$ cat src/rtl/core/gmcp_pkg.sv
`default_nettype none
// ----------------------------------------------------------------------------
// gmcp_pkg
// shared constants and types of the grid minimum cost path block
// ----------------------------------------------------------------------------
package gmcp_pkg;

	localparam int MAX_ROWS   = 8;
	localparam int MAX_COLS   = 1024;
	localparam int ROW_W      = 3;
	localparam int COL_W      = 10;
	localparam int NR_W       = 4;
	localparam int NC_W       = 11;
	localparam int WEIGHT_W   = 8;
	localparam int COST_W     = 18;
	localparam int CFG_IDX_W  = 1;
	localparam int CFG_DATA_W = 11;

	// register indexes
	localparam logic [CFG_IDX_W-1:0] REG_NUM_ROWS = 1'd0;
	localparam logic [CFG_IDX_W-1:0] REG_NUM_COLS = 1'd1;

	// register reset values
	localparam logic [NR_W-1:0] NUM_ROWS_RST = 4'd5;
	localparam logic [NC_W-1:0] NUM_COLS_RST = 11'd6;

	typedef logic [COST_W-1:0] cost_t;

	// per-cell control from the sequencer
	typedef struct packed {
		logic is_top;   // cell of row 0: up neighbor comes from the wrap chain
		logic is_last;  // cell of the last row in use
		logic dn_wrap;  // down neighbor wraps to row 0
		logic sel;      // cell of the row being filled
		logic wr;       // weight beat accepted
		logic copy;     // column complete: move current costs to previous
	} cell_ctl_t;

	// one result beat
	typedef struct packed {
		cost_t             min_cost;
		logic [ROW_W-1:0]  end_row;
	} res_t;

endpackage
`default_nettype wire

$ cat src/rtl/core/gmcp_if.sv
`default_nettype none
// ----------------------------------------------------------------------------
// gmcp_if
// valid/ready channels for weight beats in and result beats out
// ----------------------------------------------------------------------------
interface gmcp_in_if;
	logic                         valid;
	logic                         ready;
	logic [gmcp_pkg::WEIGHT_W-1:0] cell_weight;

	modport source (output valid, output cell_weight, input ready);
	modport sink (input valid, input cell_weight, output ready);
endinterface

interface gmcp_out_if;
	logic                        valid;
	logic                        ready;
	logic [gmcp_pkg::COST_W-1:0] min_cost;
	logic [gmcp_pkg::ROW_W-1:0]  end_row;

	modport source (output valid, output min_cost, output end_row, input ready);
	modport sink (input valid, input min_cost, input end_row, output ready);
endinterface
`default_nettype wire

$ cat src/rtl/core/grid_min_cost_path_wrap_top.sv
`default_nettype none
// ----------------------------------------------------------------------------
// grid_min_cost_path_wrap_top
// minimum cost path over a weighted grid with wraparound rows
// ----------------------------------------------------------------------------
// throughput: one weight beat per cycle while ready is high; each beat is finished by
//   the row of cells in the cycle it is accepted
// the result beat of a grid is registered in the output buffer from its last weight beat
// ready drops only while two result beats are held (output plus skid)
// reset clears row/column counters, best tracking and output valids, and sets
//   num_rows to 5 and num_cols to 6; the cost cells have no reset
// ----------------------------------------------------------------------------
module grid_min_cost_path_wrap_top (
	input  wire                                clk,
	input  wire                                arst_n,
	input  wire                                cfg_wr_en,
	input  wire [gmcp_pkg::CFG_IDX_W-1:0]      cfg_wr_idx,
	input  wire [gmcp_pkg::CFG_DATA_W-1:0]     cfg_wr_data,
	gmcp_in_if.sink                            in_ch,
	gmcp_out_if.source                         out_ch
);
	import gmcp_pkg::*;

	// configuration
	logic [NR_W-1:0]  nr_q;
	logic [NC_W-1:0]  nc_q;
	logic [NR_W-1:0]  nr_use;
	logic [NC_W-1:0]  nc_use;

	// sequencing
	logic [ROW_W-1:0] row_q;
	logic [COL_W-1:0] col_q;
	logic             acc;
	logic             last_row;
	logic             last_col;
	logic             room;

	// best of the last column
	cost_t            best_q;
	logic [ROW_W-1:0] brow_q;
	cost_t            best_nxt;
	logic [ROW_W-1:0] brow_nxt;

	// cell row
	cell_ctl_t        ctl     [MAX_ROWS];
	cost_t            prev_c  [MAX_ROWS];
	cost_t            tail_c  [MAX_ROWS];
	cost_t            cand_c  [MAX_ROWS];
	cost_t            cand_sel;
	cost_t            new_cost;
	res_t             res;

	// out-of-range counts clamp to the usable range
	assign nr_use = (nr_q == '0) ? NR_W'(1) :
	                (nr_q > NR_W'(MAX_ROWS)) ? NR_W'(MAX_ROWS) : nr_q;
	assign nc_use = (nc_q == '0) ? NC_W'(1) :
	                (nc_q > NC_W'(MAX_COLS)) ? NC_W'(MAX_COLS) : nc_q;

	assign in_ch.ready = room;
	assign acc         = in_ch.valid && room;

	// a row past the last one in use counts as the last row
	assign last_row = ({1'b0, row_q} >= (nr_use - NR_W'(1)));
	assign last_col = ({1'b0, col_q} >= (nc_use - NC_W'(1)));

	always_ff @(posedge clk or negedge arst_n) begin
		if (!arst_n) begin
			nr_q <= NUM_ROWS_RST;
			nc_q <= NUM_COLS_RST;
		end else if (cfg_wr_en) begin
			case (cfg_wr_idx)
				REG_NUM_ROWS: nr_q <= cfg_wr_data[NR_W-1:0];
				REG_NUM_COLS: nc_q <= cfg_wr_data[NC_W-1:0];
				default: ;
			endcase
		end
	end

	// cell row: each cell sees its neighbors' previous costs, and row 0 gets
	// the last used row's cost over the wrap chain
	for (genvar i = 0; i < MAX_ROWS; i++) begin : g_cell
		localparam int UP = (i + MAX_ROWS - 1) % MAX_ROWS;
		localparam int DN = (i + 1) % MAX_ROWS;

		assign ctl[i].is_top  = (i == 0);
		assign ctl[i].is_last = (nr_use == NR_W'(i + 1));
		assign ctl[i].dn_wrap = (NR_W'(i + 1) >= nr_use);
		assign ctl[i].sel     = (row_q == ROW_W'(i));
		assign ctl[i].wr      = acc;
		assign ctl[i].copy    = acc && last_row;

		gmcp_cell u_cell (
			.clk       (clk),
			.ctl       (ctl[i]),
			.new_cost  (new_cost),
			.up_in     (prev_c[UP]),
			.dn_in     (prev_c[DN]),
			.head_in   (prev_c[0]),
			.tail_in   ((i == MAX_ROWS - 1) ? prev_c[i] : tail_c[DN]),
			.prev_cost (prev_c[i]),
			.tail_out  (tail_c[i]),
			.cand      (cand_c[i])
		);
	end

	// pick the candidate of the row being filled
	always_comb begin
		cand_sel = '0;
		for (int i = 0; i < MAX_ROWS; i++) begin
			if (ctl[i].sel) cand_sel = cand_sel | cand_c[i];
		end
	end

	// first column has no predecessor
	assign new_cost = (col_q == '0) ? COST_W'(in_ch.cell_weight)
	                                : COST_W'(in_ch.cell_weight) + cand_sel;

	// row 0 restarts the search, later rows replace only on a strict win
	always_comb begin
		best_nxt = best_q;
		brow_nxt = brow_q;
		if (last_col && ((row_q == '0) || (new_cost < best_q))) begin
			best_nxt = new_cost;
			brow_nxt = row_q;
		end
	end

	always_ff @(posedge clk or negedge arst_n) begin
		if (!arst_n) begin
			row_q  <= '0;
			col_q  <= '0;
			best_q <= '0;
			brow_q <= '0;
		end else if (acc) begin
			best_q <= best_nxt;
			brow_q <= brow_nxt;
			if (last_row) begin
				row_q <= '0;
				col_q <= last_col ? '0 : col_q + COL_W'(1);
			end else begin
				row_q <= row_q + ROW_W'(1);
			end
		end
	end

	// result beat on the last cell of the grid
	assign res.min_cost = best_nxt;
	assign res.end_row  = brow_nxt;

	gmcp_out_buf u_out_buf (
		.clk       (clk),
		.arst_n    (arst_n),
		.push      (acc && last_row && last_col),
		.push_data (res),
		.room      (room),
		.out_ch    (out_ch)
	);

`ifndef SYNTHESIS
	a_grid_restart: assert property (@(posedge clk) disable iff (!arst_n)
		(acc && last_row && last_col) |=> (row_q == '0) && (col_q == '0))
		else $error("counters not cleared after the last cell of the grid");

	a_row_step: assert property (@(posedge clk) disable iff (!arst_n)
		(acc && !last_row) |=> (row_q == $past(row_q) + ROW_W'(1)))
		else $error("row counter did not advance");
`endif

endmodule
`default_nettype wire

$ cat src/rtl/core/gmcp_cell.sv
`default_nettype none
// ----------------------------------------------------------------------------
// gmcp_cell
// one grid row: previous and current column cost, best predecessor
// ----------------------------------------------------------------------------
module gmcp_cell (
	input  wire                 clk,
	input  gmcp_pkg::cell_ctl_t ctl,
	input  gmcp_pkg::cost_t     new_cost,   // cost of the cell being filled
	input  gmcp_pkg::cost_t     up_in,      // previous cost of row above
	input  gmcp_pkg::cost_t     dn_in,      // previous cost of row below
	input  gmcp_pkg::cost_t     head_in,    // previous cost of row 0
	input  gmcp_pkg::cost_t     tail_in,    // wrap chain from the row below
	output gmcp_pkg::cost_t     prev_cost,
	output gmcp_pkg::cost_t     tail_out,
	output gmcp_pkg::cost_t     cand
);
	import gmcp_pkg::*;

	cost_t prev_q;
	cost_t cur_q;
	cost_t up_c;
	cost_t dn_c;
	cost_t m_c;

	// wrap chain carries the previous cost of the last row in use toward row 0
	assign tail_out  = ctl.is_last ? prev_q : tail_in;
	assign up_c      = ctl.is_top ? tail_out : up_in;
	assign dn_c      = ctl.dn_wrap ? head_in : dn_in;
	assign prev_cost = prev_q;

	always_comb begin
		m_c = up_c;
		if (prev_q < m_c) m_c = prev_q;
		if (dn_c < m_c) m_c = dn_c;
	end

	assign cand = m_c;

	always_ff @(posedge clk) begin
		if (ctl.wr && ctl.sel) begin
			cur_q <= new_cost;
		end
		if (ctl.copy) begin
			prev_q <= ctl.sel ? new_cost : cur_q;
		end
	end

endmodule
`default_nettype wire

$ cat src/rtl/core/gmcp_out_buf.sv
`default_nettype none
// ----------------------------------------------------------------------------
// gmcp_out_buf
// output register with skid stage for result beats
// ----------------------------------------------------------------------------
module gmcp_out_buf (
	input  wire               clk,
	input  wire               arst_n,
	input  wire               push,
	input  gmcp_pkg::res_t    push_data,
	output logic              room,
	gmcp_out_if.source        out_ch
);
	import gmcp_pkg::*;

	logic out_v_q;
	logic skid_v_q;
	res_t out_q;
	res_t skid_q;
	logic pop;

	assign pop              = out_v_q && out_ch.ready;
	assign room             = !skid_v_q;
	assign out_ch.valid     = out_v_q;
	assign out_ch.min_cost  = out_q.min_cost;
	assign out_ch.end_row   = out_q.end_row;

	always_ff @(posedge clk or negedge arst_n) begin
		if (!arst_n) begin
			out_v_q  <= 1'b0;
			skid_v_q <= 1'b0;
		end else begin
			if (!out_v_q) begin
				out_v_q <= push;
			end else if (pop) begin
				if (skid_v_q) begin
					skid_v_q <= push;
				end else begin
					out_v_q <= push;
				end
			end else if (push) begin
				skid_v_q <= 1'b1;
			end
		end
	end

	always_ff @(posedge clk) begin
		if (!out_v_q) begin
			out_q <= push_data;
		end else if (pop) begin
			if (skid_v_q) begin
				out_q  <= skid_q;
				skid_q <= push_data;
			end else begin
				out_q <= push_data;
			end
		end else if (push) begin
			skid_q <= push_data;
		end
	end

`ifndef SYNTHESIS
	a_skid_needs_out: assert property (@(posedge clk) disable iff (!arst_n)
		skid_v_q |-> out_v_q)
		else $error("skid holds a beat while the output register is empty");

	a_stall_fills_skid: assert property (@(posedge clk) disable iff (!arst_n)
		(push && out_v_q && !out_ch.ready) |=> skid_v_q)
		else $error("result beat lost during output stall");
`endif

endmodule
`default_nettype wire

$ cat src/flat_wrapper.sv
// flat-port wrapper written by rule: the top's interface ports become plain ports
module grid_min_cost_path_wrap_top_flat import gmcp_pkg::*;
  (clk, arst_n, cfg_wr_en, cfg_wr_idx, cfg_wr_data, in_ch_valid, in_ch_cell_weight, in_ch_ready, out_ch_valid, out_ch_min_cost, out_ch_end_row, out_ch_ready);
  gmcp_in_if in_ch_i ();
  gmcp_out_if out_ch_i ();
  input  wire clk;
  input  wire arst_n;
  input  wire cfg_wr_en;
  input  wire [gmcp_pkg::CFG_IDX_W-1:0] cfg_wr_idx;
  input  wire [gmcp_pkg::CFG_DATA_W-1:0] cfg_wr_data;
  input wire logic [$bits(in_ch_i.valid)-1:0] in_ch_valid;
  input wire logic [$bits(in_ch_i.cell_weight)-1:0] in_ch_cell_weight;
  output wire logic [$bits(in_ch_i.ready)-1:0] in_ch_ready;
  output wire logic [$bits(out_ch_i.valid)-1:0] out_ch_valid;
  output wire logic [$bits(out_ch_i.min_cost)-1:0] out_ch_min_cost;
  output wire logic [$bits(out_ch_i.end_row)-1:0] out_ch_end_row;
  input wire logic [$bits(out_ch_i.ready)-1:0] out_ch_ready;
  assign in_ch_i.valid = in_ch_valid;
  assign in_ch_i.cell_weight = in_ch_cell_weight;
  assign in_ch_ready = in_ch_i.ready;
  assign out_ch_valid = out_ch_i.valid;
  assign out_ch_min_cost = out_ch_i.min_cost;
  assign out_ch_end_row = out_ch_i.end_row;
  assign out_ch_i.ready = out_ch_ready;
  grid_min_cost_path_wrap_top u_core (.clk(clk), .arst_n(arst_n), .cfg_wr_en(cfg_wr_en), .cfg_wr_idx(cfg_wr_idx), .cfg_wr_data(cfg_wr_data), .in_ch(in_ch_i), .out_ch(out_ch_i));
endmodule
$ cat config.mk
export PLATFORM = sky130hd
export DESIGN_NAME = grid_min_cost_path_wrap_top_flat
export DESIGN_NICKNAME = d
export VERILOG_FILES = /design/src/rtl/core/gmcp_pkg.sv /design/src/rtl/core/gmcp_if.sv /design/src/rtl/core/grid_min_cost_path_wrap_top.sv /design/src/rtl/core/gmcp_cell.sv /design/src/rtl/core/gmcp_out_buf.sv /design/src/flat_wrapper.sv
export SDC_FILE = /design/constraint.sdc
export NUM_CORES = 1
export LEC_CHECK = 0
export BUFFER_PORTS_ARGS = -buffer_cell sky130_fd_sc_hd__buf_2
export CORE_ASPECT_RATIO = 0.7
export CORE_UTILIZATION = 50
export DETAILED_ROUTE_END_ITERATION = 10
export PLACE_DENSITY_LB_ADDON = 0.1
export SYNTH_ARGS = -nofsm -noshare
export SYNTH_HDL_FRONTEND = slang
export SYNTH_SLANG_ARGS = --single-unit
$ cat constraint.sdc
create_clock -name clk -period 19.2 [get_ports clk]
set_input_delay 5.76 -clock clk [delete_from_list [all_inputs] [get_ports clk]]
set_output_delay 5.76 -clock clk [all_outputs]
set_load 0.03 [all_outputs]
==> results of run 1 <==
[per-stage QoR]
stage                     cell area (sq um)  utilization [%]  setup slack (ps)  std cells
final                                 32100             55.0              2890       4135
after global routing                  32100             55.0              1930       4134
after CTS                             32100             55.0              3430       4134
after detailed placement              30900             52.8              3510       4064
after global placement                30900             52.8              4060       4064
after floorplan                       29600                -              5690       3318
[layout make-up]
cell class                      instances  share of cell area (%)
Timing Repair Buffer                  124                    2.53
Multi-Input combinational cell       2538                    53.0
Clock inverter                         24                   0.814
Inverter                              223                    2.62
Tap cell                              798                    3.11
Antenna cell                            1                 0.00779
Clock buffer                           46                    3.09
Sequential cell                       381                    34.9
[tightest hold or removal path, delay by kind of cell, from the launching register on]
family	cells	cell delay, ps
DFF	1	340
and+or+nand+nor	1	40
AOI/OAI and AO/OA	1	60
[sequential cells by signal, indices dropped and copies added (netlist names)]
signal                            flops
u_core.best_q                        18
u_core.brow_q                         3
u_core.col_q                         10
u_core.g_cell.u_cell.cur_q          144
u_core.g_cell.u_cell.prev_cost      144
u_core.nc_q                          11
u_core.nr_q                           4
u_core.row_q                          3
u_core.u_out_buf.out_ch.end_row       3
u_core.u_out_buf.out_ch.min_cost     18
u_core.u_out_buf.out_ch.valid         1
u_core.u_out_buf.skid_q              21
u_core.u_out_buf.skid_v_q             1
[routing by layer]
layer  vias up  wire length [um]  GRT usage (%)
met1     13700             54900           62.3
met3       326             23700           19.7
met5         -                53              0
met4         8              5080           15.3
li1      12300                 -              -
met2      2105             49100           56.7
[logic make-up (layout without fill, tap and decap cells)]
logic type                 Yosys count  after routing  synth area share [%]
xor gates and xnor gates            13             13                 0.435
DFF                                381            381                  37.7
buffers and inverters              399            417                  5.20
AOI/OAI and AO/OA                 1086           1086                  22.7
adders and majority gates          326            326                  13.8
and+or+nand+nor                    976            976                  15.3
muxes                              137            137                  4.93
other                                0              1                     0
[cells in the mapped netlist, types with 47 or more instances]
master and number:
mux2_2 66, nand2_1 407, nor2_1 244, edfxtp_1 330, nand4_1 47, ha_1 325
o21ai_0 338, a211oi_1 75, inv_1 219, nand3_1 52, dfrtp_1 47, clkbuf_1 147
mux2i_1 69, a21oi_1 326
[worst max-delay path by stage]
stage,slack [ps],end
floorplan,5690,u_core.u_out_buf.out_ch.end_row[2]$_DFFE_PP_
global placement,4060,u_core.u_out_buf.out_ch.min_cost[16]$_DFFE_PP_
detailed placement,3510,u_core.u_out_buf.out_ch.min_cost[16]$_DFFE_PP_
CTS,3430,u_core.u_out_buf.out_ch.min_cost[16]$_DFFE_PP_
global route,1930,u_core.u_out_buf.out_ch.min_cost[16]$_DFFE_PP_
finish,2890,u_core.u_out_buf.out_ch.min_cost[16]$_DFFE_PP_
==> out/summary.log, run 1 <==
[route] Routed WL 133000 um
[global_routing] largest net degree at the start of global routing 84
[setup_path] worst path required time 19510 ps
[yosys] number of enable-type register cells in the synthesized netlist 330
[cells_and_area] fraction of final layout cells sized beyond drive strength 1 9.44%
[sta] post-route minimum period 16310 ps
[yosys] async set-reset flop share out of synthesis 13.4%
[placed_design] placer congestion estimate 1.16
[cells_and_area] leading cell types in the layout, fill and taps excluded nand2_1, o21ai_0, edfxtp_1
[sta] Setup Viol. Count Final 0
[route] Initial DRT Pass Iterations 6
[setup_path] RR Startpoint u_core.nr_q[3]$_DFFE_PN0P_
[sta] setup repair after global routing missed its margin no
[clock_tree] CTS tree yes
[cells_and_area] area taken by multi-input logic gates 0.0170 sq mm
[global_routing] first-pass GRT wire length 186000 um
[route] post-detailed-route count of antenna-violating nets 0
[clock_tree] Root Buffer clkbuf_16
[yosys] mean post-synth cell area 8.93 sq um
[clock_tree] total CTS buffers 38
[floorplanning] IO Pins 48
[floorplanning] Die Span Y 206 um
[global_routing] remaining global-route overflow 0
[cells_and_area] layout overhead on the synthesized area 8.32%
[floorplanning] overall die area 0.0603 sq mm
[setup_path] kind of start point of the critical path register
[yosys] top post-synthesis cells by area edfxtp_1, ha_1, o21ai_0
[sta] Worst Max-Slew Pin Slew 1340 ps
[setup_path] biggest cell delay along the critical path 1090 ps
[setup_path] r2r worst-path depth 57
[sta] count of endpoints failing hold in the final timing report 0
[route] number of vias after detailed routing 28400
[run_status] outcome finished clean
[setup_path] critical path buffer and inverter count 5
[clock_tree] clk sink count 381
[setup_path] stages on the worst setup path 57
[route] vias per std cell 6.86
[floorplanning] placeable core region 0.0584 sq mm
[setup_path] slowest cell on the critical path dfrtp_2
[yosys] summed instance area of the synthesized netlist 0.0296 sq mm
[sta] Fin Setup TNS 0 ps
[setup_path] Worst Setup Path Type register to register
[sta] Post-Route Hold Slack 482 ps
[setup_path] Critical Path Start u_core.nr_q[3]$_DFFE_PN0P_
[run] maxcap violations 0
[clock_tree] hold-fix buffer count after cts 0
[placed_design] total of buffers placed on input and output ports 47
[route] WL/cell 32.1 um
[worst_hold_path] count of cells along the worst hold path 2
[yosys] cell count after synthesis 3318
[clock_tree] post-cts resize count 0
[setup_path] endpoint type of the worst setup path register
[yosys] Synthesis Warnings 0
[worst_hold_path] end of the worst hold path u_core.brow_q[2]$_DFFE_PN0P_
[clock_tree] H-tree lvl count 2
[clock_tree] clk slew on worst S/H paths 80 ps
[yosys] leading register cell type out of synthesis edfxtp_1
[global_routing] Global Route Usage Sum 43.5%
[worst_hold_path] origin of the worst min-delay path u_core.brow_q[2]$_DFFE_PN0P_
[sta] final clock period utilization by the worst path 85.0%
[yosys] cell type contributing the most total cell area after synthesis edfxtp_1
[clock_tree] source-to-sink clock delay at the later pin of the worst-skew pair 580 ps
[route] count of routing violations after the opening detailed-route iteration 4431
[sta] number of max-slew violations in the final report 0
[cells_and_area] # nets final 3657
[floorplanning] Starting Density 50.7%
[yosys] count of cell types in the netlist 103
[floorplanning] site row count 74
[sta] highest clock frequency the design can meet 0.0613 GHz
[setup_path] family with the most delay on the worst path compound AO/OA/AOI/OAI gates
[yosys] Post-Syn Nets 3669
[cells_and_area] FF/Latch Area 0.0112 sq mm
[worst_hold_path] Hold Path Class register to register
[cells_and_area] most common cell after layout, fill and taps aside nand2_1
[yosys] share of the yosys chip area belonging to registers 37.7%
[setup_path] Critical Path AT 16630 ps
[setup_path] reg2reg end u_core.u_out_buf.out_ch.min_cost[16]$_DFFE_PP_
[cells_and_area] fillers 5210
[clock_tree] maximum clock insertion buffer count 3
[setup_path] Critical Path Fanout Max 58
[global_routing] vias in the first global route 25800
[floorplanning] die width 293 um
[yosys] #FFs+latches synth 381
[sta] worst max-slew margin expressed relative to the limit 10.3%
[clock_tree] setup fix buffers added after clock tree synthesis 0
[global_routing] initial antenna violation count 7
[placed_design] HPWL Detailed 104000 um
[yosys] area fraction of the dominant cell type after synthesis 33.4%
[sta] Clock Skew 34.8 ps
[route] remaining design rule violation count 0
[setup_path] slack of the worst reg-to-reg path 2890 ps
Power of run 1 is not shown: default switching activity piles up to over one toggle a cycle in this logic, so the estimate is an artifact.
==> inputs of run 2 (changes only) <==
==> constraint.sdc (replaced) <==
create_clock -name clk -period 14.3 [get_ports clk]
set_input_delay 4.29 -clock clk [delete_from_list [all_inputs] [get_ports clk]]
set_output_delay 4.29 -clock clk [all_outputs]
set_load 0.03 [all_outputs]
==> run 2 against run 1 <==
The flow now finishes with violations (max-capacitance violations, max-slew violations); first-iteration DRC count increased by 12%; global-route usage grew 2.0 points; clock-buffer cell count grew 5; maximum frequency is 20% higher; worst hold slack improved by 6.9 ps; non-clock buffer count up 19.
==> out/summary.log, run 2 (synthesis results as in run 1) <==
[setup_path] Critical Path Fanout Max 29
[global_routing] initial antenna violation count 9
[route] Initial DRT Pass Iterations 10
[sta] count of endpoints failing hold in the final timing report 0
[route] Routed WL 139000 um
[sta] Clock Skew 63.6 ps
[floorplanning] placeable core region 0.0584 sq mm
[clock_tree] clk sink count 381
[setup_path] endpoint type of the worst setup path register
[run_status] outcome complete, but fails checks
[global_routing] Global Route Usage Sum 45.5%
[route] WL met3 25100 um
[route] remaining design rule violation count 0
[setup_path] worst path required time 14580 ps
[route] WL/cell 33.4 um
[sta] post-route minimum period 13600 ps
[route] post-detailed-route count of antenna-violating nets 0
[sta] final clock period utilization by the worst path 95.1%
[cells_and_area] layout overhead on the synthesized area 9.01%
[worst_hold_path] Hold Path Class register to register
[setup_path] r2r worst-path depth 57
[global_routing] remaining global-route overflow 0
[setup_path] slowest cell on the critical path or4_1
[floorplanning] Starting Density 50.7%
[worst_hold_path] origin of the worst min-delay path u_core.brow_q[0]$_DFFE_PN0P_
[clock_tree] hold-fix buffer count after cts 0
[clock_tree] source-to-sink clock delay at the later pin of the worst-skew pair 620 ps
[route] number of vias after detailed routing 28700
[route] count of routing violations after the opening detailed-route iteration 4951
[setup_path] RR Startpoint u_core.nr_q[2]$_DFFE_PN1P_
[cells_and_area] fillers 5194
[placed_design] HPWL Detailed 108000 um
[cells_and_area] most common cell after layout, fill and taps aside nand2_1
[floorplanning] site row count 74
[clock_tree] CTS tree yes
[sta] highest clock frequency the design can meet 0.0735 GHz
[setup_path] most repeated library cell on the critical path a21oi_1
[placed_design] placer congestion estimate 1.16
[sta] Setup Viol. Count Final 0
[floorplanning] overall die area 0.0603 sq mm
[sta] Worst Max-Slew Pin Slew 1530 ps
[setup_path] Critical Path AT 13890 ps
[run_status] failing checks max-capacitance violations, max-slew violations
[setup_path] kind of start point of the critical path register
[global_routing] largest net degree at the start of global routing 85
[sta] worst max-slew margin expressed relative to the limit -2.42%
[cells_and_area] fraction of final layout cells sized beyond drive strength 1 10.0%
[run] maxcap violations 1
[worst_hold_path] count of cells along the worst hold path 2
[setup_path] reg2reg end u_core.u_out_buf.out_ch.end_row[0]$_DFFE_PP_
[route] Met1 Wirelength 56500 um
[global_routing] vias in the first global route 26300
[placed_design] total of buffers placed on input and output ports 47
[worst_hold_path] end of the worst hold path u_core.brow_q[0]$_DFFE_PN0P_
[cells_and_area] leading cell types in the layout, fill and taps excluded nand2_1, o21ai_0, edfxtp_1
[global_routing] first-pass GRT wire length 193000 um
[sta] number of max-slew violations in the final report 8
[route] vias per std cell 6.90
[cells_and_area] # nets final 3677
[clock_tree] maximum clock insertion buffer count 3
[setup_path] family with the most delay on the worst path compound AO/OA/AOI/OAI gates
[route] uppermost metal layer occupied by signal nets met5
[clock_tree] Root Buffer clkbuf_16
[route] routed wl met2 51800 um
[clock_tree] H-tree lvl count 2
[setup_path] critical path buffer and inverter count 6
[floorplanning] Die Span Y 206 um
[clock_tree] total CTS buffers 39
[setup_path] biggest cell delay along the critical path 570 ps
[sta] setup repair after global routing missed its margin no
[floorplanning] die width 293 um
[setup_path] Worst Setup Path Type register to register
[clock_tree] clk slew on worst S/H paths 80 ps
[floorplanning] IO Pins 48
[setup_path] slack of the worst reg-to-reg path 700 ps
[sta] Fin Setup TNS 0 ps
## run 2: cell count changes in the layout (fill, tap and decap cells not counted), moves of 2 or more
cell        previous run  this run
clkinv_8               2         0
nor2_4                 5         7
buf_4                 77        96
clkbuf_8               1         4
clkinvlp_4             4         1
clkinv_1               6         8
## run 2: layer usage
layer / track usage [%] / vias up
li1: - / 12300
met2: 60.1 / 2289
met1: 65.1 / 13700
met3: 20.3 / 335
met4: 14.7 / 10
met5: 0 / -
## run 2: area by class of cell
type	count	area, sq um	share of cell area [%]
Clock inverter	20	201	0.623
Timing Repair Buffer	143	956	2.96
Clock buffer	51	1060	3.28
Tap cell	798	998	3.09
Antenna cell	2	5.00	0.0155
Multi-Input combinational cell	2538	17100	52.8
Inverter	223	842	2.61
Sequential cell	381	11200	34.6
## run 2: worst register-to-register path, delay by kind of cell (launching register included)
family	cells	cell delay (ps)
multiplexers	1	340
AO/OA/AOI/OAI	30	6260
flip-flops	1	510
adder cells (fa/ha/maj)	5	1600
AND/OR/NAND/NOR	15	2900
buffers and inverters	6	1650
## run 2: timing repair
item | in CTS | in global routing
endpoints found under the hold margin | 0 | 0
setup endpoints to repair | 0 | 63
resized for setup | 0 | 8
setup buffers | 0 | 2
## run 2: how the worst max path moves through the flow
stage / startpoint / endpoint / cells after the start
after floorplan: u_core.nr_q[3]$_DFFE_PN0P_ / u_core.u_out_buf.out_ch.end_row[2]$_DFFE_PP_ / 68
after global placement: u_core.nr_q[2]$_DFFE_PN1P_ / u_core.u_out_buf.out_ch.end_row[2]$_DFFE_PP_ / 55
after detailed placement: u_core.nr_q[2]$_DFFE_PN1P_ / u_core.u_out_buf.out_ch.end_row[0]$_DFFE_PP_ / 49
after CTS: u_core.nr_q[2]$_DFFE_PN1P_ / u_core.u_out_buf.out_ch.end_row[0]$_DFFE_PP_ / 49
after global routing: u_core.nr_q[2]$_DFFE_PN1P_ / u_core.u_out_buf.out_ch.end_row[1]$_DFFE_PP_ / 56
final: u_core.nr_q[2]$_DFFE_PN1P_ / u_core.u_out_buf.out_ch.end_row[0]$_DFFE_PP_ / 57
## run 2: metrics by stage
stage | cells | util (%) | cell area, sq um | hold slack, ps | setup slack (ps)
after floorplan | 3318 | - | 29600 | 449 | 787
after global placement | 4081 | 53.0 | 31000 | 461 | 636
after detailed placement | 4081 | 53.0 | 31000 | 482 | 281
after CTS | 4152 | 55.2 | 32300 | 493 | 205
after global routing | 4154 | 55.3 | 32300 | 512 | 95.4
final | 4156 | 55.3 | 32300 | 488 | 699
Power of run 2 is left out for the same reason.
